### config.mk
export PLATFORM = sky130hd
export DESIGN_NAME = hsl_to_rgb_convert_unit
export DESIGN_NICKNAME = d
export VERILOG_FILES = /design/src/rtl/hslrgb_pkg.sv /design/src/rtl/hsl_to_rgb_convert_unit.sv /design/src/rtl/hslrgb_levels.sv /design/src/rtl/hslrgb_ramp.sv /design/src/rtl/hslrgb_scale.sv
export SDC_FILE = /design/constraint.sdc
export NUM_CORES = 2
export LEC_CHECK = 0
export ABC_AREA = 1
export BUFFER_PORTS_ARGS = -buffer_cell sky130_fd_sc_hd__buf_2
export CAP_MARGIN = 10
export CORE_ASPECT_RATIO = 1.75
export CORE_MARGIN = 3
export CORE_UTILIZATION = 55
export DETAILED_ROUTE_END_ITERATION = 8
export PLACE_DENSITY = 0.75
export SYNTH_ARGS = -nofsm -noshare
export SYNTH_HDL_FRONTEND = slang
export SYNTH_HIERARCHICAL = 1
export SYNTH_SLANG_ARGS = --single-unit
### constraint.sdc
create_clock -name clk -period 14.8 [get_ports clk]
set_clock_uncertainty 0.2 [all_clocks]
set_input_delay 2.96 -clock clk [delete_from_list [all_inputs] [get_ports clk]]
set_output_delay 2.96 -clock clk [all_outputs]
set_load 0.005 [all_outputs]
### src/rtl/hslrgb_pkg.sv
`default_nettype none
// ----------------------------------------------------------------------------
// hslrgb_pkg
// Widths, constants and helpers shared by the HSL to RGB pipeline.
// ----------------------------------------------------------------------------
package hslrgb_pkg;

	localparam int CH_W  = 9;   // hue, saturation, lightness
	localparam int LVL_W = 19;  // signed level, units of 2^-16
	localparam int POS_W = 11;  // signed hue position before wrap
	localparam int DEG_W = 9;   // wrapped hue position, 0..360
	localparam int K_W   = 6;   // ramp weight, 0..60
	localparam int NUM_W = 26;  // signed ramp numerator
	localparam int Q_W   = 12;  // scaled value before divide by 15
	localparam int RGB_W = 8;

	localparam logic signed [POS_W-1:0] FULL_DEG_S  = 11'sd360;
	localparam logic signed [POS_W-1:0] THIRD_DEG_S = 11'sd120;
	localparam logic [DEG_W-1:0] SIXTH_DEG = 9'd60;
	localparam logic [DEG_W-1:0] HALF_DEG  = 9'd180;
	localparam logic [DEG_W-1:0] FALL_END  = 9'd240;
	localparam logic [K_W-1:0]   K_FULL    = 6'd60;
	localparam logic [CH_W-1:0]  HALF_L    = 9'd128;

	// 255*15: any scaled value at or above this gives full scale
	localparam logic [Q_W-1:0] Q_CAP       = 12'd3825;
	// ceil(2^18 / 15); exact floor(q/15) for q up to Q_CAP
	localparam logic [14:0]    RECIP_15    = 15'd17477;
	localparam int             RECIP_SHIFT = 18;

	typedef struct packed {
		logic s3;
		logic s4;
	} scale_en_t;

	// wrap once into 0..360 (360 itself stays)
	function automatic logic [DEG_W-1:0] wrap_pos(input logic signed [POS_W-1:0] p);
		logic signed [POS_W-1:0] t;
		t = p;
		if (t < 0)
			t = t + FULL_DEG_S;
		if (t > FULL_DEG_S)
			t = t - FULL_DEG_S;
		return t[DEG_W-1:0];
	endfunction

	// weight of the high level on the hue ramp, in sixtieths
	function automatic logic [K_W-1:0] ramp_weight(input logic [DEG_W-1:0] pos);
		logic [DEG_W-1:0] d;
		logic [K_W-1:0]   k;
		d = FALL_END - pos;
		if (pos < SIXTH_DEG)
			k = pos[K_W-1:0];
		else if (pos < HALF_DEG)
			k = K_FULL;
		else if (pos < FALL_END)
			k = d[K_W-1:0];
		else
			k = '0;
		return k;
	endfunction

endpackage
`default_nettype wire

### src/rtl/hsl_to_rgb_convert_unit.sv
`default_nettype none
// ----------------------------------------------------------------------------
// hsl_to_rgb_convert_unit
// HSL to 8-bit RGB color conversion, four-stage pipeline.
// ----------------------------------------------------------------------------
// Input stream: one word per color, s_axis_tdata = {pad, lightness,
// saturation, hue_deg}. Hue is in degrees, saturation and lightness in
// units of 1/256. Output stream: one word per color, m_axis_tdata =
// {pad, blue, green, red}.
//
// Four register stages: levels and hue weights, level blend (two
// multiplies per channel), scale by 255, and the divide by 15 through a
// reciprocal multiply. The result leaves from the last stage register. A
// new word is accepted every cycle unless the pipeline is full and stalled.
//
// Each stage moves when it is empty or the stage after it moves, so a
// stall on m_axis_tready holds every word in place and bubbles close up;
// s_axis_tready drops only when all four stages are full and stalled.
// Reset clears the valid bits; data registers are not reset.
// ----------------------------------------------------------------------------
module hsl_to_rgb_convert_unit
	import hslrgb_pkg::*;
(
	input  wire logic        clk,
	input  wire logic        arst_n,
	input  wire logic        s_axis_tvalid,
	output logic             s_axis_tready,
	input  wire logic [31:0] s_axis_tdata,   // hue_deg[8:0], saturation[17:9], lightness[26:18]
	output logic             m_axis_tvalid,
	input  wire logic        m_axis_tready,
	output logic [31:0]      m_axis_tdata    // red[7:0], green[15:8], blue[23:16]
);

	logic v1_q, v2_q, v3_q, v4_q;
	logic en1, en2, en3, en4;
	scale_en_t sc_en;

	logic signed [LVL_W-1:0] lo_s1, hi_s1;
	logic [K_W-1:0]          k_r_s1, k_g_s1, k_b_s1;
	logic signed [NUM_W-1:0] num_r_s2, num_g_s2, num_b_s2;
	logic [RGB_W-1:0]        red_s4, green_s4, blue_s4;

	assign en4 = !v4_q || m_axis_tready;
	assign en3 = !v3_q || en4;
	assign en2 = !v2_q || en3;
	assign en1 = !v1_q || en2;

	assign sc_en.s3 = en3;
	assign sc_en.s4 = en4;

	assign s_axis_tready = en1;
	assign m_axis_tvalid = v4_q;
	assign m_axis_tdata  = {8'b0, blue_s4, green_s4, red_s4};

	always_ff @(posedge clk or negedge arst_n) begin
		if (!arst_n) begin
			v1_q <= 1'b0;
			v2_q <= 1'b0;
			v3_q <= 1'b0;
			v4_q <= 1'b0;
		end else begin
			if (en1)
				v1_q <= s_axis_tvalid;
			if (en2)
				v2_q <= v1_q;
			if (en3)
				v3_q <= v2_q;
			if (en4)
				v4_q <= v3_q;
		end
	end

	hslrgb_levels u_levels (
		.clk        (clk),
		.en         (en1),
		.hue_deg    (s_axis_tdata[8:0]),
		.saturation (s_axis_tdata[17:9]),
		.lightness  (s_axis_tdata[26:18]),
		.lo_s1      (lo_s1),
		.hi_s1      (hi_s1),
		.k_r_s1     (k_r_s1),
		.k_g_s1     (k_g_s1),
		.k_b_s1     (k_b_s1)
	);

	hslrgb_ramp u_ramp_r (.clk(clk), .en(en2), .lo(lo_s1), .hi(hi_s1), .k(k_r_s1),
		.num_s2(num_r_s2));
	hslrgb_ramp u_ramp_g (.clk(clk), .en(en2), .lo(lo_s1), .hi(hi_s1), .k(k_g_s1),
		.num_s2(num_g_s2));
	hslrgb_ramp u_ramp_b (.clk(clk), .en(en2), .lo(lo_s1), .hi(hi_s1), .k(k_b_s1),
		.num_s2(num_b_s2));

	hslrgb_scale u_scale_r (.clk(clk), .en(sc_en), .num(num_r_s2), .chan_s4(red_s4));
	hslrgb_scale u_scale_g (.clk(clk), .en(sc_en), .num(num_g_s2), .chan_s4(green_s4));
	hslrgb_scale u_scale_b (.clk(clk), .en(sc_en), .num(num_b_s2), .chan_s4(blue_s4));

endmodule
`default_nettype wire

### src/rtl/hslrgb_levels.sv
`default_nettype none
// ----------------------------------------------------------------------------
// hslrgb_levels
// Stage 1: high and low levels, ramp weights for the three channels.
// ----------------------------------------------------------------------------
module hslrgb_levels
	import hslrgb_pkg::*;
(
	input  wire logic                    clk,
	input  wire logic                    en,
	input  wire logic [CH_W-1:0]         hue_deg,
	input  wire logic [CH_W-1:0]         saturation,
	input  wire logic [CH_W-1:0]         lightness,
	output logic signed [LVL_W-1:0]      lo_s1,
	output logic signed [LVL_W-1:0]      hi_s1,
	output logic [K_W-1:0]               k_r_s1,
	output logic [K_W-1:0]               k_g_s1,
	output logic [K_W-1:0]               k_b_s1
);

	logic [2*CH_W-1:0]          ls;
	logic [CH_W:0]              lsum;
	logic [LVL_W-1:0]           hi_c;
	logic signed [LVL_W-1:0]    lo_c;
	logic signed [POS_W-1:0]    h_s;

	assign ls   = {{CH_W{1'b0}}, lightness} * {{CH_W{1'b0}}, saturation};
	assign lsum = {1'b0, lightness} + {1'b0, saturation};

	// zero saturation collapses both levels to lightness
	always_comb begin
		if (saturation == '0)
			hi_c = {2'b00, lightness, 8'b0};
		else if (lightness < HALF_L)
			hi_c = {2'b00, lightness, 8'b0} + {1'b0, ls};
		else
			hi_c = {1'b0, lsum, 8'b0} - {1'b0, ls};
	end

	assign lo_c = $signed({1'b0, lightness, 9'b0}) - $signed(hi_c);
	assign h_s  = $signed({2'b00, hue_deg});

	always_ff @(posedge clk) begin
		if (en) begin
			hi_s1  <= $signed(hi_c);
			lo_s1  <= lo_c;
			k_r_s1 <= ramp_weight(wrap_pos(h_s + THIRD_DEG_S));
			k_g_s1 <= ramp_weight(wrap_pos(h_s));
			k_b_s1 <= ramp_weight(wrap_pos(h_s - THIRD_DEG_S));
		end
	end

endmodule
`default_nettype wire

### src/rtl/hslrgb_ramp.sv
`default_nettype none
// ----------------------------------------------------------------------------
// hslrgb_ramp
// Stage 2: blend of the two levels for one channel, lo*(60-k) + hi*k.
// ----------------------------------------------------------------------------
module hslrgb_ramp
	import hslrgb_pkg::*;
(
	input  wire logic                    clk,
	input  wire logic                    en,
	input  wire logic signed [LVL_W-1:0] lo,
	input  wire logic signed [LVL_W-1:0] hi,
	input  wire logic [K_W-1:0]          k,
	output logic signed [NUM_W-1:0]      num_s2
);

	logic [K_W-1:0]          k_lo;
	logic signed [NUM_W-1:0] prod_lo;
	logic signed [NUM_W-1:0] prod_hi;

	assign k_lo    = K_FULL - k;
	assign prod_lo = $signed({{(NUM_W-LVL_W){lo[LVL_W-1]}}, lo})
		* $signed({{(NUM_W-K_W){1'b0}}, k_lo});
	assign prod_hi = $signed({{(NUM_W-LVL_W){hi[LVL_W-1]}}, hi})
		* $signed({{(NUM_W-K_W){1'b0}}, k});

	always_ff @(posedge clk) begin
		if (en)
			num_s2 <= prod_lo + prod_hi;
	end

endmodule
`default_nettype wire

### src/rtl/hslrgb_scale.sv
`default_nettype none
// ----------------------------------------------------------------------------
// hslrgb_scale
// Stages 3-4: floor(num*255 / (60*2^16)) limited to 0..255 for one channel.
// ----------------------------------------------------------------------------
module hslrgb_scale
	import hslrgb_pkg::*;
(
	input  wire logic                    clk,
	input  wire scale_en_t               en,
	input  wire logic signed [NUM_W-1:0] num,
	output logic [RGB_W-1:0]             chan_s4
);

	logic [NUM_W-2:0]               num_u;
	logic [NUM_W+6:0]               x255;
	logic [NUM_W-12:0]              q_full;
	logic [Q_W-1:0]                 q_c;
	logic [Q_W-1:0]                 q_s3;
	logic [Q_W+14:0]                prod;

	// num*255 then divide by 2^18; the remaining /15 follows in stage 4
	assign num_u  = num[NUM_W-2:0];
	assign x255   = {num_u, 8'b0} - {8'b0, num_u};
	assign q_full = x255[NUM_W+6:RECIP_SHIFT];

	always_comb begin
		if (num <= 0)
			q_c = '0;
		else if (q_full > {{(NUM_W-11-Q_W){1'b0}}, Q_CAP})
			q_c = Q_CAP;
		else
			q_c = q_full[Q_W-1:0];
	end

	assign prod = {15'b0, q_s3} * {{Q_W{1'b0}}, RECIP_15};

	always_ff @(posedge clk) begin
		if (en.s3)
			q_s3 <= q_c;
		if (en.s4)
			chan_s4 <= prod[RECIP_SHIFT+RGB_W-1:RECIP_SHIFT];
	end

endmodule
`default_nettype wire
# After elaboration in Yosys (flattened, before gate mapping)
# Index checks and enable logic that the tools add are counted.
dict set report word_totals {
  regBits 198
  wordCells 115
  out_inout_bits 34
}
dict set report classes {
  add_sub_neg 24
  n_mul 10
  n_reduce_logical 12
  muxes 26
  magnitude_cmp 22
}
# cell count
set ops {}
lappend ops {{$mul A19 B7 Y26} 6}
lappend ops {{$sub A33 B25 Y33} 3}
lappend ops {{$add A26 B26 Y26} 3}
lappend ops {{$le A26 B1 Y1 const B} 3}
lappend ops {{$mul A12 B15 Y26 const B} 3}
lappend ops {{$mux W11} 6}
lappend ops {{$lt A9 B8 Y1 const B} 7}
lappend ops {{$mux W6} 9}
lappend ops {{$mux W9} 6}
lappend ops {{$gt A15 B12 Y1 const B} 3}
lappend ops {{$mux W19} 2}
lappend ops {{$mux W12} 3}
lappend ops {{$sub A6 B6 Y6 const A} 6}
lappend ops {{$gt A11 B10 Y1 const B} 3}
lappend ops {{$lt A9 B6 Y1 const B} 3}
lappend ops {{$sub A9 B9 Y9 const B} 3}
lappend ops {{$add A17 B18 Y19} 1}
lappend ops {{$sub A18 B18 Y19} 1}
lappend ops {{$sub A19 B19 Y19} 1}
lappend ops {{$mul A9 B9 Y18} 1}
lappend ops {{$add A10 B10 Y11 const B} 1}
lappend ops {{$add A11 B10 Y11 const B} 1}
lappend ops {{$lt A11 B1 Y1 const B} 1}
lappend ops {{$add A9 B7 Y10 const B} 1}
lappend ops {{other kinds (9)} 17}

# Depth between registers and ports, before layout
dict set report logic_depth {
  word_depth 13
  mapped_depth 42
  depth_no_buf 41
}

# By module
# The synthesis kept the hierarchy.
# module area_per_inst_um2 cells_per_inst seq_area_each_um2 instances
set by_module_without_submodules {}
lappend by_module_without_submodules {{hslrgb_ramp at u_ramp_b ...} 9928.3 1289 780.7 2}
lappend by_module_without_submodules {{hslrgb_ramp at u_ramp_r} 9898.2 1291 780.7 1}
lappend by_module_without_submodules {{hslrgb_scale at u_scale_b ...} 4410.5 682 600.6 2}
lappend by_module_without_submodules {hslrgb_levels 8529.4 1201 1651.6 1}
lappend by_module_without_submodules {{hslrgb_scale at u_scale_r} 4229.1 660 600.6 1}
lappend by_module_without_submodules {hsl_to_rgb_convert_unit 226.5 26 100.1 1}

# Least setup slack after synthesis
# OpenSTA, ideal clock, no wires.
dict set report synth_path {
  path_kind {input port to flip-flop}
  startpoint {input s_axis_tdata[17]}
  endpoint {register u_levels.lo_s1[17], data pin}
  stages 33
  setup_ns 0.252
  path_slack_ns 5.256
  arrival_ns 9.092
  n_path_buf 1
  required_ns 14.348
  path_cell_list {clkbuf_1 nand2_1 fa_1 fa_1 inv_1 fa_1 inv_1 fa_1 inv_1 ha_1 inv_1 o21ai_0 nand2_1 a21oi_1 nand2_1 nand2_1 nand3_1 nand2_1 xor2_1 inv_1 ha_1 inv_1 o311ai_0 xor2_1 a21oi_1 a22oi_1 ha_1 inv_1 nor3_1 a221oi_1 nand2_1 nand2_1 nand2_1}
}
dict set report synth_between {
  elab_chain_cells 5
  elab_cells_between_ends 8
}
# element line_no
set synth_rtl {}
lappend synth_rtl {{from (decl)} hsl_to_rgb_convert_unit.sv:28} ;# input wire logic [31:0] s_axis_tdata,
lappend synth_rtl {{$mul A9 B9 Y18 or $add A9 B9 Y10 (tied branches)} {hslrgb_levels.sv:27, hslrgb_levels.sv:28}}
lappend synth_rtl {{$sub A18 B18 Y19 or $add A17 B18 Y19 (tied branches)} {hslrgb_levels.sv:37, hslrgb_levels.sv:35}}
lappend synth_rtl {{$mux W19} hslrgb_levels.sv:34} ;# else if (lightness < HALF_L)
lappend synth_rtl {{$mux W19 (*)} hslrgb_levels.sv:32} ;# if (saturation == '0)
lappend synth_rtl {{$sub A19 B19 Y19 (*)} hslrgb_levels.sv:40} ;# assign lo_c = $signed({1'b0, lightness, 9'b0}) - $signed(hi_c);
lappend synth_rtl {{net u_levels.lo_c[17]} hslrgb_levels.sv:24} ;# logic signed [LVL_W-1:0] lo_c;
lappend synth_rtl {{to (signal assigned)} hslrgb_levels.sv:46} ;# lo_s1 <= lo_c;
lappend synth_rtl {{to (decl)} hslrgb_levels.sv:14} ;# output logic signed [LVL_W-1:0] lo_s1,
# Mark *: on every way through the listed nets, which the timed path passes. The rest lies on a longest branch.
# A chain may end at the register's enable or synchronous reset.

# Worst setup path after layout
dict set report layout_path {
  startpoint {input s_axis_tdata[22]}
  endpoint {register u_levels.lo_s1[17], data pin}
}
dict set report layout_between {
  elab_chain_cells 5
  elab_cells_between_ends 8
}
# element line_no
set layout_rtl {}
lappend layout_rtl {{$mul A9 B9 Y18 or $add A9 B9 Y10 (tied branches)} {hslrgb_levels.sv:27, hslrgb_levels.sv:28}}
lappend layout_rtl {{$sub A18 B18 Y19 or $add A17 B18 Y19 (tied branches)} {hslrgb_levels.sv:37, hslrgb_levels.sv:35}}
lappend layout_rtl {{$mux W19} hslrgb_levels.sv:34}
lappend layout_rtl {{$mux W19} hslrgb_levels.sv:32}
lappend layout_rtl {{$sub A19 B19 Y19 (*)} hslrgb_levels.sv:40}
lappend layout_rtl {{net u_levels.lo_c[17]} hslrgb_levels.sv:24}
# Marks and branches as above.

==> impl_metrics.toml <==
[floorplanning]
coreArea_um2 = 93000
dieArea_um2 = 97600
die_w_um = 237
rows = 148
die_h_um = 411
initial_core_util_pct = 55.5
ioPinCount = 70

[clock_tree]
cts_tree = "done"
cts_setup_buffers = 0
clkSlewWorstSetupHoldPaths_ps = 80
cts_resized = 0
clockBufferDepth = 2
cts_sinks = 197
root_buffer = "clkbuf_16"
htree_levels = 4
numCtsBuffers = 17
cts_hold_buf = 0
insertion_delay_ps = 520

[route]
viasPerCell = 5.20
dr.pass1.iters = 6
vias = 43395
first_iter_violations = 2036
routed_wl_um = 132000
ant_nets = 0
route.detailed.drc = 0
wl_per_cell_um = 15.9

[placed_design]
dp_hpwl_um = 113000
gp_congestion = 0.997
port_buffers = 56

[synthesis]
yosysUniqueCellTypes = 63
yosysMostFrequentCell = "inv_1"
synth.cells.most_frequent = "2019 x inv_1, 1786 x nand2_1, 709 x fa_1, 551 x ha_1, 510 x nor2_1"
post-synth-top-area-fraction_pct = 27.5
syn-cell-area_um2 = 51600
synthTopCellsByArea = "fa_1 28%, inv_1 15%, ha_1 13%, nand2_1 13%, edfxtp_1 11%"
synth_sequential_area_ratio_pct = 11.4
ys_ff_latch = 197
synth_flop_cell = "edfxtp_1"
synth_edf_count = 193
syn_inst = 7120
yosys_warnings = 6
yosys.area.top_type = "fa_1"
postSynthAreaPerCell_um2 = 7.24
async_flop_share_pct = 2.03

[global_routing]
track_usage_pct = 27.9
grt_max_degree = 80
overflow = 0
grt_pass1_wl_um = 217000
first_global_vias = 45659
antenna_found_initial = 1

[sta]
grt_setup_unrepaired = "false"
setup_tns_ps = 0
slew_viol_final = 0
fin_hold_ws_ps = 292
relSlewSlack_pct = 27.6
worst_pin_slew_ps = 1090
finalSetupViolCount = 0
min_period_ps = 10190
fin_crit_sh_pct = 68.8
hold_viol = 0
max_clock_freq_mhz = 98.2

[cells_and_area]
diodes = 0
n_fill_cell = 8691
regArea_um2 = 5900
post-route-util_pct = 57.8
multi_input_area_um2 = 37400
nets = 8429
drive_gt1_share_pct = 5.81
syn_to_final_growth_pct = 4.15

[worst_setup_path]
crit_type = "in2reg"
required_ps = 14870
path_max_fanout = 12
critical_path.most_common_cell = "inv_1"
cp-start-kind = "primary input"
max_stage_delay_ps = 530
slowest_stage = "fa_1"
endpoint_kind = "flip-flop"
cp.arrival_ps = 10250

[flow_run]
maxCapViolations = 0

[hold_path]
hold_class = "reg2reg"

[status]
status = "finished clean"
[layout by cell type, fill, tap and decap left out, types with 8 or more instances in the layout]
cell type  Yosys  routed
edfxtp_1     193     193
xor2_1       102     102
o21bai_1      24      24
inv_1       2019    2019
nand3b_1       9       9
clkbuf_16      0      17
nor2_1       510     510
buf_4         13      26
and2_1        14      14
nor4_1         9       9
nand2_1     1786    1786
ha_1         551     551
nand2_2       56      56
nor2_2        75      75
a31oi_1        8       8
o21ai_0       83      83
nand3_1      258     257
inv_2         64      64
buf_2         16      56
nor3_1        33      33
nand3_2       25      25
nand2_4       21      21
conb_1         1       8
or2_2          8       8
nand4_1       95      95
fa_1         709     709
xnor2_1       33      33
nor2_4        16      16
a21oi_1      228     228
[layout make-up]
| class | instances | area share, % |
|---|---|---|
| timing repair buffer | 82 | 0.885 |
| tap | 1200 | 2.80 |
| multi-input combinational | 4750 | 69.7 |
| sequential | 197 | 11.0 |
| clock buffer | 17 | 0.792 |
| inverter | 2085 | 14.6 |
| clock inverter | 15 | 0.305 |
[state kept, by name, indices dropped and copies added (netlist names)]
signal / cells
u_scale_r/chan_s4: 8
m_axis_tvalid: 1
u_levels/k_g_s1: 6
u_levels/k_b_s1: 6
u_ramp_r/num_s2: 26
u_scale_g/q_s3: 12
u_levels/hi_s1: 18
u_scale_g/chan_s4: 8
u_scale_b/chan_s4: 8
u_ramp_b/num_s2: 26
v1_q: 1
u_levels/lo_s1: 19
v2_q: 1
v3_q: 1
u_ramp_g/num_s2: 26
u_scale_b/q_s3: 12
u_scale_r/q_s3: 12
u_levels/k_r_s1: 6
[stage by stage]
step	area (um^2)	instances	worst slack, ps
after floorplan	51600	7127	5260
after detailed placement	53100	8314	4200
after global routing	53700	8346	4070
after global placement	53100	8314	4260
after CTS	53700	8346	4720
final	53700	8346	4610
[per-layer routing]
layer	share of wire (%)	global-route usage, %	wire (um)
met3	3.5	2.47	4640
met4	8.1	19.7	10800
met1	34	26.9	44500
met5	0.0098	0	13
met2	55	54.9	72500
[logic make-up (layout without fill, tap and decap cells)]
group | count (synthesis) | in the layout | share of synthesized area, %
buffers and inverters | 2180 | 2199 | 16.1
flip-flops | 197 | 197 | 11.4
AND/OR/NAND/NOR | 2935 | 2935 | 24.5
other | 1 | 8 | 0.00727
adder cells (fa/ha/maj) | 1260 | 1260 | 40.9
AO/OA/AOI/OAI | 403 | 403 | 4.44
XOR/XNOR | 144 | 144 | 2.64
[critical path, delay by kind of cell]
kind	cells	cell delay [ps]
AND/OR/NAND/NOR	12	2010
XOR/XNOR	1	240
AO/OA/AOI/OAI	4	1010
buffers and inverters	8	740
adder cells (fa/ha/maj)	8	3270
[path summary, 6_finish.rpt]
kind / from / endpoint / slack (ps) / cells past startpoint
max in group asynchronous: arst_n / v1_q / 12200 / 1
min: v1_q / v2_q / 290 / 2
min reg2reg: v1_q / v2_q / 290 / 2
max reg2reg: u_levels/k_b_s1[1] / u_ramp_b/num_s2[25] / 7050 / 26
min in group asynchronous: arst_n / m_axis_tvalid / 2050 / 1
max: s_axis_tdata[22] / u_levels/lo_s1[17] / 4610 / 33
Power is left out: the tool's default activity adds up to more than one toggle a clock period on the data nets, which glitch-free logic cannot reach.
